==> src/rtl/u8f_pkg.sv <==
// ----------------------------------------------------------------------------
// UTF-8 filter package
// Shared constants and types for the UTF-8 malformed sequence filter.
// ----------------------------------------------------------------------------
package u8f_pkg;

    // Byte classes.
    localparam logic [7:0] C_CONT_MASK = 8'hC0;
    localparam logic [7:0] C_CONT_CODE = 8'h80;
    localparam logic [7:0] C_LEAD_MIN  = 8'hC0;
    localparam logic [7:0] C_LEAD3_MIN = 8'hE0;
    localparam logic [7:0] C_LEAD4_MIN = 8'hF0;

    // Continuation bytes still awaited after a lead byte.
    localparam logic [1:0] C_NEED_2B = 2'd1;
    localparam logic [1:0] C_NEED_3B = 2'd2;
    localparam logic [1:0] C_NEED_4B = 2'd3;

    // Largest number of bytes one request can release.
    localparam int         MAX_PUSH = 4;

    // Output queue geometry.
    localparam int         QDEPTH   = 8;
    localparam int         QCNT_W   = $clog2(QDEPTH + 1);
    localparam logic [QCNT_W-1:0] C_Q_FULL  = QCNT_W'(QDEPTH);
    localparam logic [QCNT_W-1:0] C_Q_ROOM  = QCNT_W'(QDEPTH - MAX_PUSH);

    // Bytes released toward the output queue in one cycle.
    typedef struct packed {
        logic [2:0]                 n;
        logic [MAX_PUSH-1:0][7:0]   data;
        logic [MAX_PUSH-1:0]        last;
    } t_push;

endpackage

==> src/rtl/u8f_decode.sv <==
// ----------------------------------------------------------------------------
// UTF-8 sequence decoder
// Registers one input byte, tracks the open sequence and releases the
// bytes of each complete character in one step.
// ----------------------------------------------------------------------------
module u8f_decode (
    input  logic            i_clk,
    input  logic            i_rst_n,
    input  logic            i_valid,
    input  logic [7:0]      i_byte,
    output logic            o_ready,
    input  logic            i_space_ok,
    output u8f_pkg::t_push  o_push
);

    logic            r_in_valid;
    logic [7:0]      r_in_byte;
    logic [1:0]      r_need;
    logic [1:0]      r_held_cnt;
    logic [2:0][7:0] r_held;

    logic            n_in_valid;
    logic [1:0]      n_need;
    logic [1:0]      n_held_cnt;

    logic            fire;
    logic            is_cont;
    logic            is_ascii;
    logic            is_lead;
    logic            emit;
    logic            hold_cont;

    // The staged byte moves on once the queue has room for a full character.
    assign fire    = r_in_valid && i_space_ok;
    assign o_ready = !r_in_valid || i_space_ok;

    // Byte classification.
    assign is_cont  = (r_in_byte & u8f_pkg::C_CONT_MASK) == u8f_pkg::C_CONT_CODE;
    assign is_ascii = !r_in_byte[7];
    assign is_lead  = r_in_byte >= u8f_pkg::C_LEAD_MIN;

    // A character completes on its final continuation byte or on ASCII outside
    // a sequence. The held count is zero whenever no sequence is open.
    assign emit      = fire && (((r_need == 2'd1) && is_cont) ||
                                ((r_need == 2'd0) && is_ascii));
    assign hold_cont = fire && (r_need > 2'd1) && is_cont;

    // Sequence state update.
    always_comb begin
        n_need     = r_need;
        n_held_cnt = r_held_cnt;
        if (fire) begin
            if (r_need != 2'd0) begin
                if (!is_cont || (r_need == 2'd1)) begin
                    n_need     = 2'd0;
                    n_held_cnt = 2'd0;
                end else begin
                    n_need     = r_need - 2'd1;
                    n_held_cnt = r_held_cnt + 2'd1;
                end
            end else if (is_lead) begin
                n_held_cnt = 2'd1;
                if (r_in_byte >= u8f_pkg::C_LEAD4_MIN) begin
                    n_need = u8f_pkg::C_NEED_4B;
                end else if (r_in_byte >= u8f_pkg::C_LEAD3_MIN) begin
                    n_need = u8f_pkg::C_NEED_3B;
                end else begin
                    n_need = u8f_pkg::C_NEED_2B;
                end
            end
        end
    end

    // Released bytes: the held ones first, then the current byte marked last.
    always_comb begin
        o_push.n = emit ? ({1'b0, r_held_cnt} + 3'd1) : 3'd0;
        for (int k = 0; k < u8f_pkg::MAX_PUSH; k++) begin
            if (k < 3 && 2'(k) < r_held_cnt) begin
                o_push.data[k] = r_held[k < 3 ? k : 0];
                o_push.last[k] = 1'b0;
            end else begin
                o_push.data[k] = r_in_byte;
                o_push.last[k] = 1'b1;
            end
        end
    end

    assign n_in_valid = o_ready ? i_valid : r_in_valid;

    // Control registers.
    always_ff @(posedge i_clk) begin
        if (!i_rst_n) begin
            r_in_valid <= 1'b0;
            r_need     <= 2'd0;
            r_held_cnt <= 2'd0;
        end else begin
            r_in_valid <= n_in_valid;
            r_need     <= n_need;
            r_held_cnt <= n_held_cnt;
        end
    end

    // Input byte and held bytes.
    always_ff @(posedge i_clk) begin
        if (o_ready) begin
            r_in_byte <= i_byte;
        end
        if (fire && (r_need == 2'd0) && is_lead) begin
            r_held[0] <= r_in_byte;
        end
        for (int i = 0; i < 3; i++) begin
            if (hold_cont && (r_held_cnt == 2'(i))) begin
                r_held[i] <= r_in_byte;
            end
        end
    end

    // An open sequence always holds its lead byte.
    a_open_holds_lead: assert property (@(posedge i_clk) disable iff (!i_rst_n)
        (r_need != 2'd0) |-> (r_held_cnt != 2'd0))
        else $error("open sequence with no held byte");

    // With no open sequence nothing is held.
    a_idle_empty: assert property (@(posedge i_clk) disable iff (!i_rst_n)
        (r_need == 2'd0) |-> (r_held_cnt == 2'd0))
        else $error("held bytes without an open sequence");

    // A character never spans more than four bytes.
    a_seq_len: assert property (@(posedge i_clk) disable iff (!i_rst_n)
        ({1'b0, r_need} + {1'b0, r_held_cnt}) <= 3'd4)
        else $error("sequence length out of range");

endmodule

==> src/rtl/u8f_outq.sv <==
// ----------------------------------------------------------------------------
// UTF-8 filter output queue
// Shift queue that takes up to four bytes a cycle and sends one a cycle while i_ready is high.
// ----------------------------------------------------------------------------
module u8f_outq (
    input  logic            i_clk,
    input  logic            i_rst_n,
    input  u8f_pkg::t_push  i_push,
    output logic            o_space_ok,
    output logic            o_valid,
    input  logic            i_ready,
    output logic [7:0]      o_data,
    output logic            o_last
);

    logic [u8f_pkg::QDEPTH-1:0][7:0]  r_q_data;
    logic [u8f_pkg::QDEPTH-1:0]       r_q_last;
    logic [u8f_pkg::QCNT_W-1:0]       r_cnt;

    logic [u8f_pkg::QDEPTH-1:0][7:0]  n_q_data;
    logic [u8f_pkg::QDEPTH-1:0]       n_q_last;
    logic [u8f_pkg::QCNT_W-1:0]       n_cnt;

    logic                             pop;
    logic [u8f_pkg::QCNT_W-1:0]       base;
    logic [u8f_pkg::QCNT_W-1:0]       offs;

    assign o_valid    = r_cnt != '0;
    assign o_data     = r_q_data[0];
    assign o_last     = r_q_last[0];
    assign pop        = o_valid && i_ready;
    assign o_space_ok = r_cnt <= u8f_pkg::C_Q_ROOM;

    assign base  = r_cnt - u8f_pkg::QCNT_W'(pop);
    assign n_cnt = base + u8f_pkg::QCNT_W'(i_push.n);

    // Shift out the sent byte, then append the new ones after the survivors.
    always_comb begin
        for (int i = 0; i < u8f_pkg::QDEPTH; i++) begin
            offs = u8f_pkg::QCNT_W'(i) - base;
            if (pop && (i < u8f_pkg::QDEPTH - 1)) begin
                n_q_data[i] = r_q_data[(i < u8f_pkg::QDEPTH - 1) ? i + 1 : i];
                n_q_last[i] = r_q_last[(i < u8f_pkg::QDEPTH - 1) ? i + 1 : i];
            end else begin
                n_q_data[i] = r_q_data[i];
                n_q_last[i] = r_q_last[i];
            end
            if ((u8f_pkg::QCNT_W'(i) >= base) &&
                (offs < u8f_pkg::QCNT_W'(i_push.n))) begin
                n_q_data[i] = i_push.data[offs[1:0]];
                n_q_last[i] = i_push.last[offs[1:0]];
            end
        end
    end

    // Fill count.
    always_ff @(posedge i_clk) begin
        if (!i_rst_n) begin
            r_cnt <= '0;
        end else begin
            r_cnt <= n_cnt;
        end
    end

    // Queue entries.
    always_ff @(posedge i_clk) begin
        r_q_data <= n_q_data;
        r_q_last <= n_q_last;
    end

    // The queue never overfills.
    a_no_overflow: assert property (@(posedge i_clk) disable iff (!i_rst_n)
        r_cnt <= u8f_pkg::C_Q_FULL)
        else $error("output queue overflow");

    // Bytes only arrive when room for a whole character was reported.
    a_push_room: assert property (@(posedge i_clk) disable iff (!i_rst_n)
        (i_push.n != 3'd0) |-> o_space_ok)
        else $error("push without room");

    // The count moves by exactly the pushed bytes less the sent one.
    a_count_step: assert property (@(posedge i_clk) disable iff (!i_rst_n)
        !$past(!i_rst_n) |-> (r_cnt == $past(r_cnt) + $past(u8f_pkg::QCNT_W'(i_push.n))
                              - $past(u8f_pkg::QCNT_W'(pop))))
        else $error("queue count mismatch");

endmodule

==> src/rtl/utf8_malformed_sequence_filter_unit.sv <==
// ----------------------------------------------------------------------------
// UTF-8 malformed sequence filter
// Passes only structurally complete UTF-8 characters from a byte stream;
// bytes of a multi-byte character are released together when it completes.
//
//   channel   | dir | content
//   s_axis    | in  | tdata[7:0] = in_byte
//   m_axis    | out | tdata[7:0] = out_byte, tlast = char_end
//
// One byte is accepted per cycle while the input is not stalled; the byte
// is registered and decoded from the register, and its released bytes
// leave from an eight-entry queue one per cycle while m_axis is ready.
// Input stalls only when the queue holds more than four bytes; a sustained
// rate of one byte per cycle holds while m_axis is ready, since a character
// never releases more bytes than it took in; the queue drains as it fills.
// Reset is synchronous, active low, and closes any open sequence.
// ----------------------------------------------------------------------------
module utf8_malformed_sequence_filter_unit (
    input  logic       i_clk,
    input  logic       i_rst_n,
    input  logic       i_s_axis_tvalid,
    output logic       o_s_axis_tready,
    input  logic [7:0] i_s_axis_tdata,   // [7:0] in_byte
    output logic       o_m_axis_tvalid,
    input  logic       i_m_axis_tready,
    output logic [7:0] o_m_axis_tdata,   // [7:0] out_byte
    output logic       o_m_axis_tlast
);

    u8f_pkg::t_push push;
    logic           space_ok;

    // Sequence tracking.
    u8f_decode u_decode (
        .i_clk      (i_clk),
        .i_rst_n    (i_rst_n),
        .i_valid    (i_s_axis_tvalid),
        .i_byte     (i_s_axis_tdata),
        .o_ready    (o_s_axis_tready),
        .i_space_ok (space_ok),
        .o_push     (push)
    );

    // Output queue.
    u8f_outq u_outq (
        .i_clk      (i_clk),
        .i_rst_n    (i_rst_n),
        .i_push     (push),
        .o_space_ok (space_ok),
        .o_valid    (o_m_axis_tvalid),
        .i_ready    (i_m_axis_tready),
        .o_data     (o_m_axis_tdata),
        .o_last     (o_m_axis_tlast)
    );

endmodule
==> config.mk <==
export PLATFORM = sky130hd
export DESIGN_NAME = utf8_malformed_sequence_filter_unit
export DESIGN_NICKNAME = d
export VERILOG_FILES = /design/src/rtl/u8f_pkg.sv /design/src/rtl/u8f_decode.sv /design/src/rtl/u8f_outq.sv /design/src/rtl/utf8_malformed_sequence_filter_unit.sv
export SDC_FILE = /design/constraint.sdc
export NUM_CORES = 1
export LEC_CHECK = 0
export BUFFER_PORTS_ARGS = -buffer_cell sky130_fd_sc_hd__buf_2
export CELL_PAD_IN_SITES_DETAIL_PLACEMENT = 1
export CELL_PAD_IN_SITES_GLOBAL_PLACEMENT = 2
export CORE_ASPECT_RATIO = 0.5
export CORE_MARGIN = 2
export CORE_UTILIZATION = 49
export CTS_BUF_LIST = sky130_fd_sc_hd__clkbuf_8
export CTS_CLUSTER_DIAMETER = 80
export DETAILED_ROUTE_END_ITERATION = 8
export PLACE_DENSITY_LB_ADDON = 0.1
export SETUP_SLACK_MARGIN = 0.5
export SLEW_MARGIN = 40
export SYNTH_ARGS = -nofsm -noshare
export SYNTH_HDL_FRONTEND = slang
export SYNTH_SLANG_ARGS = --single-unit
==> constraint.sdc <==
create_clock -name i_clk -period 8.35 [get_ports i_clk]
set_input_delay 0.835 -clock i_clk [delete_from_list [all_inputs] [get_ports i_clk]]
set_output_delay 0.835 -clock i_clk [all_outputs]
set_load 0.01 [all_outputs]
---- Yosys cells after proc, flatten, opt, wreduce, memory -nomap -nowiden ----
Cells that the tools add are included.
operators by class
  $add $sub $neg .......................... 13
  magnitude comparators ................... 32
  equal/unequal tests ..................... 4
  multiplexer cells ....................... 77
  reductions and logical operators ........ 40
operators by type and width
  cell                                                               number
  two-way mux 8 bit                                                  27
  binary-select mux 8 bit (select 2 bit)                             8
  less-than comparator 4 x 3 -> 1 bit                                8
  two-way mux 1 bit                                                  25
  greater-or-equal comparator 8 bit (second input constant)          3
  less-than comparator 2 x 3 -> 1 bit (second input constant)        8
  logical AND 1 bit                                                  20
  nonzero test 2 bit                                                 10
  binary-select mux 1 bit (select 2 bit)                             8
  greater-or-equal comparator 3 x 4 -> 1 bit (first input constant)  4
  two-way mux 2 bit                                                  8
  subtractor 3 x 4 -> 4 bit (first input constant)                   4
  greater-or-equal comparator 1 x 4 -> 1 bit (first input constant)  2
  greater-or-equal comparator 2 x 4 -> 1 bit (first input constant)  2
  subtractor 1 x 4 -> 4 bit (first input constant)                   2
  subtractor 2 x 4 -> 4 bit (first input constant)                   2
  adder 4 x 3 -> 4 bit                                               1
  == test 2 x 1 -> 1 bit (second input constant)                     2
  == test 2 bit (second input constant)                              2
  <= comparator 4 x 3 -> 1 bit (second input constant)               1
  logical NOT 2 bit                                                  2
  less-than comparator 1 x 2 -> 1 bit (first input constant)         2
  nonzero test 4 bit                                                 1
  subtractor 4 x 1 -> 4 bit                                          1
  9 further kinds                                                    13
word-level totals
  register bits after elaboration ......... 113
  input port bits ......................... 12
  output and inout bits ................... 11
  logic and storage cells ................. 190

---- Logic depth before layout (Yosys ltp) ----
  depth in word-level cells ............... 8
  mapped depth ............................ 18
  mapped depth without buffers ............ 15

---- By module ----
A second synthesis with hierarchy kept.
second synthesis, totals
  cell total of the unflattened synthesis .. 476
  area total of the unflattened synthesis .. 6695.2 sq um
modules (own cells, without submodules)
  module      instances  cells each  area each (sq um)  seq. area each (sq um)
  u8f_outq    1          366         4992.3             2242.2
  u8f_decode  1          110         1702.9             1061.0

---- Worst setup path before layout ----
OpenSTA, ideal clock, no wires.
  path kind ............................... reg2reg
  from .................................... register u_outq.r_cnt[3] (netlist bit)
  to ...................................... register u_outq.r_q_data, in the netlist u_outq.o_data[0], enable pin
  setup time .............................. 0.334 ns
  arrival time ............................ 4.461 ns
  required time ........................... 8.016 ns
  path slack .............................. 3.554 ns
  stages on the path, launching flop included .. 18
  buffers on the path ..................... 4
  clock period less this slack ............ 4.796 ns
  cells stage by stage .................... dfxtp_1 -> buf_2 -> buf_2 -> or4_1 -> nand2_1 -> inv_1 -> ha_1 -> nand2b_1 -> nand2_1 -> clkbuf_1 -> ha_1 -> inv_1 -> clkbuf_1 -> ha_1 -> a21o_1 -> a2111oi_2 -> o21ai_2 -> nand2_1
on the way
  word-level cells in the longest chain between the ends .. 7
  elaborated cells on any way between the ends .. 12
  those cells by class .................... add/sub (2); order compare (3); mux (1); reduce/logical (6)
RTL lines
  element                                  line                                       source
  from (decl)                              u8f_outq.sv:18                             logic [u8f_pkg::QCNT_W-1:0] r_cnt;
  from (signal assigned)                   u8f_outq.sv:61                             r_cnt <= n_cnt;
  nonzero test 4 bit (*)                   u8f_outq.sv:28                             assign o_valid = r_cnt != '0;
  via o_m_axis_tvalid                      utf8_malformed_sequence_filter_unit.sv:24  output logic o_m_axis_tvalid,
  logical AND 1 bit (*)                    u8f_outq.sv:31                             assign pop = o_valid && i_ready;
  subtractor 4 x 1 -> 4 bit                u8f_outq.sv:34                             assign base = r_cnt - u8f_pkg::QCNT_W'(pop);
  subtractor 1 x 4 -> 4 bit                u8f_outq.sv:40                             offs = u8f_pkg::QCNT_W'(i) - base;
  less-than comparator 4 x 3 -> 1 bit      u8f_outq.sv:49                             (offs < u8f_pkg::QCNT_W'(i_push.n))) begin
  logical AND 1 bit                        u8f_outq.sv:48                             if ((u8f_pkg::QCNT_W'(i) >= base) &&
  nonzero test 2 bit (no source line) (*)  -
  to (signal assigned)                     u8f_outq.sv:67                             r_q_data <= n_q_data;
  to (decl)                                u8f_outq.sv:16                             logic [u8f_pkg::QDEPTH-1:0][7:0] r_q_data;
The timed path passes the listed nets; every way through them passes the cells marked *.
A chain may end at the register's enable or synchronous reset.

---- Worst setup path after layout ----
  from .................................... register u_outq.r_cnt[2] (netlist bit)
  to ...................................... register u_outq.r_q_data, in the netlist u_outq.o_data[4], enable pin
on the way
  word-level cells in the longest chain between the ends .. 7
  elaborated cells on any way between the ends .. 12
  those cells by class .................... add/sub (2); order compare (3); mux (1); reduce/logical (6)
RTL lines
  element                                                             line
  nonzero test 4 bit or <= comparator 4 x 3 -> 1 bit (tied branches)  u8f_outq.sv:28, u8f_outq.sv:32
  logical AND 1 bit, on equally long branches                         u8f_outq.sv:31, u8f_decode.sv:34
  subtractor 4 x 1 -> 4 bit or logical AND 1 bit (tied branches)      u8f_outq.sv:34, u8f_decode.sv:44
  subtractor 1 x 4 -> 4 bit or two-way mux 3 bit (tied branches)      u8f_outq.sv:40, u8f_decode.sv:76
  less-than comparator 4 x 3 -> 1 bit                                 u8f_outq.sv:49
  logical AND 1 bit                                                   u8f_outq.sv:48
  nonzero test 2 bit (no source line) (*)                             -
Mark *: on every way between the ends. The rest lies on a longest branch, timed or not.

==> metrics <==
status=finished, final reports clean; Post-Route WL=16.23 mm; CP Max Fanout=39; Critical Path AT=5370 ps; Synth Area in Compound Gates=0.07955; prevailing post-synth register cell=edfxtp_1; placed cell area=6623 µm²; worst hold path type=reg2reg; CP startpoint kind=register; Sink Count=113; routed vias=4168; hold_buf cts=0; CTS max path bufs=2; period utilization=0.6317; syn_nets=565; CP Capture Type=register; Layout Cells excl Fill=723; RSZ-0062 raised after global routing=false; diode count=0; number of global-route vias before repair=4108; 1st-pass router iterations=5; grt ovf=0; Syn-to-layout area delta=9.553%; DRT antenna net count=0; Final Max Tran Viols=0; Row Count=29; min Tclk post-route=5274 ps; initial core utilization=0.5039; fillers=1299; max_slew headroom=0.4718; design area=7030 µm²; syn_area_per_cell=12.22 µm²; first-pass GRT wire length=25.30 mm; postcts setup bufs=0; GRT Total Usage=0.2444; Worst VDD drop=229.4 µV; Worst EP required=8450 ps; final core utilization=0.5520; Critical Path, Cell by Cell=or4_1 > nand2_1 > inv_1 > ha_1 > nand2b_1 > nand2_1 > buf_4 > ha_1 > inv_1 > ha_1 > a21o_1 > a2111oi_2 > o21ai_2 > nand2_1; max incr delay on CP=580 ps; Layout Skew=13.49 ps; DR vias/cell=5.765; combinational family with the most area after synthesis=multiplexers; mux cell area share after synthesis=0.2076; # H-tree levels=4; worst slew pin tran=785.6 ps; share of post-route cells with drive strength above 1=0.2423; post-route setup TNS=0 ps; fmax=0.1896 GHz; Worst-Skew Late Latency=440 ps; Storage cell area=3303 µm²; Routability Congestion=0.8760; die width=165.8 µm; Post-CTS Resized=0; leak pwr=2.732 nW; simple-gate area share of the yosys netlist=0.09164; # setup viols final=0; num ports=23; R2R Setup Slk=3080 ps; core box area=12740 µm²; max_cap viols=0; slowest CP cell=or4_1; DRC viols=0; kind of critical path=reg2reg; Final Power=0.003238 W; post-placement cell count=691; Num CTS Buffers=17; Unique masters post-synth=54; initial DRC count=423; Synth Instances=525; DPL Wire Length=12.22 mm; post-synthesis cell area=6417 µm²; Adder-Cell Fraction of Synth Area=0.05576; clock slew seen by the registers of the worst setup and hold paths=80 ps; PortBufs=22; sequential area share after synthesis=0.5147; Post-Synth XOR/XNOR Area=0.01092; number of enable flip-flop cells after synthesis=104; DR WL/cell=22.45 µm; area of the multi-input gates=2869 µm²; TritonCTS clock tree=yes; Hold Vio Cnt, Final=0; initial antenna violation count=0; Vert. Die Dim=84.92 µm; warnings from Yosys=0; Pwr Density=460.6 nW/µm²; largest net degree at the start of global routing=40; Nets=580; CTS Root Buffer Type=clkbuf_8; ys async rst share=0; post-synthesis register bit count=113; die area=14080 µm²
[final timing paths]
path / cells after the start / startpoint / to
worst max-delay path: 14 / u_outq.r_cnt[2] / u_outq.o_data[4]
worst min-delay path: 1 / u_outq.r_q_data[45] / u_outq.r_q_data[37]
worst max register to register: 14 / u_outq.r_cnt[2] / u_outq.o_data[4]
worst min register to register: 1 / u_outq.r_q_data[45] / u_outq.r_q_data[37]
[worst max-delay path, delay by kind of cell (launching register included)]
kind,cells,cell delay (ps)
and+or+nand+nor,5,1590
adders and majority gates,3,1010
AOI/OAI and AO/OA,3,990
buffers and inverters,3,850
DFF,1,490
[final cells by class]
class / count / share of cell area
multi-input combinational: 355 / 0.4081
inverter: 28 / 0.01495
sequential: 113 / 0.4698
tap: 170 / 0.03025
timing repair buffer: 25 / 0.01886
clock inverter: 15 / 0.02474
clock buffer: 17 / 0.03328
[layer usage]
layer / up-vias / global-route usage / share of wire
li1: 1954 / - / -
met1: 2072 / 0.4103 / 0.55
met2: 123 / 0.3138 / 0.38
met3: 19 / 0.04851 / 0.065
met4: 0 / 0.05692 / 0.0076
met5: - / 0 / 0
[synth_stat cells (2+ instances only)]
cell type	count	area share
nand2_1	50	0.029
edfxtp_1	104	0.49
o21a_1	3	0.0035
dfxtp_1	9	0.028
and2_1	8	0.0078
nor3b_1	3	0.0035
nor3_1	4	0.0031
and3_1	2	0.0019
o41ai_1	2	0.0027
clkbuf_1	11	0.0064
o31a_1	2	0.0027
xnor2_1	7	0.0096
o21ai_0	15	0.012
a21o_1	5	0.0058
ha_1	27	0.053
buf_2	9	0.0070
nor2_1	20	0.012
nand3_1	7	0.0055
inv_2	4	0.0023
a211oi_1	3	0.0035
and3b_1	2	0.0027
nor2b_1	10	0.0097
inv_1	24	0.014
a32oi_1	2	0.0027
o31ai_1	2	0.0023
a21oi_1	21	0.016
buf_4	8	0.0094
nand2b_1	10	0.0097
mux2_2	62	0.11
o32a_1	2	0.0031
a21boi_0	3	0.0035
mux2i_1	62	0.097
[stage by stage]
| step | hold WS, ps | setup WS (ps) |
|---|---|---|
| final | 551.6 | 3076 |
| after global routing | 550.0 | 2725 |
| after CTS | 537.0 | 3068 |
| after detailed placement | 534.9 | 3106 |
| after global placement | 526.0 | 3313 |
| after floorplan | 477.0 | 3554 |
[layout by cell type, fill, tap and decap left out, types with 3 or more instances in the layout]
cell | netlist | layout
o21ai_0 | 15 | 15
a21oi_1 | 21 | 21
nor2_1 | 20 | 19
nor3b_1 | 3 | 3
nand2_1 | 50 | 50
mux2_2 | 62 | 62
inv_1 | 24 | 24
a21boi_0 | 3 | 3
buf_2 | 9 | 22
nand2b_1 | 10 | 10
mux2i_1 | 62 | 62
clkinv_4 | 0 | 4
ha_1 | 27 | 27
nor2b_1 | 10 | 9
nand3_1 | 7 | 7
nor3_1 | 4 | 4
a21o_1 | 5 | 5
inv_8 | 0 | 3
dfxtp_1 | 9 | 9
and2_1 | 8 | 8
o21a_1 | 3 | 3
clkbuf_8 | 0 | 17
buf_4 | 8 | 3
inv_6 | 0 | 4
edfxtp_1 | 104 | 104
inv_2 | 4 | 4
xnor2_1 | 7 | 7
[state kept, by name, summed over array words and instances, names as in the netlist, 2 cells and up]
register	count
u_outq.r_q_last	8
u_decode.r_held_cnt	2
u_decode.r_held	24
u_outq.o_data	8
u_decode.r_in_byte	8
u_outq.r_q_data	56
u_decode.r_need	2
u_outq.r_cnt	4
[report_power, final]
group / switching (W) / internal, W / leakage [nW]
clock network: 0.000271 / 0.000275 / 0.211
logic: 0.000986 / 0.000617 / 1.47
registers: 0.0000954 / 0.000993 / 1.05
[logic make-up after synthesis]
family,Yosys count
xor gates and xnor gates,8
DFF,113
buffers and inverters,57
AOI/OAI and AO/OA,73
and+or+nand+nor,121
muxes,125
adders and majority gates,28
Power figures use the tool's default switching activity.
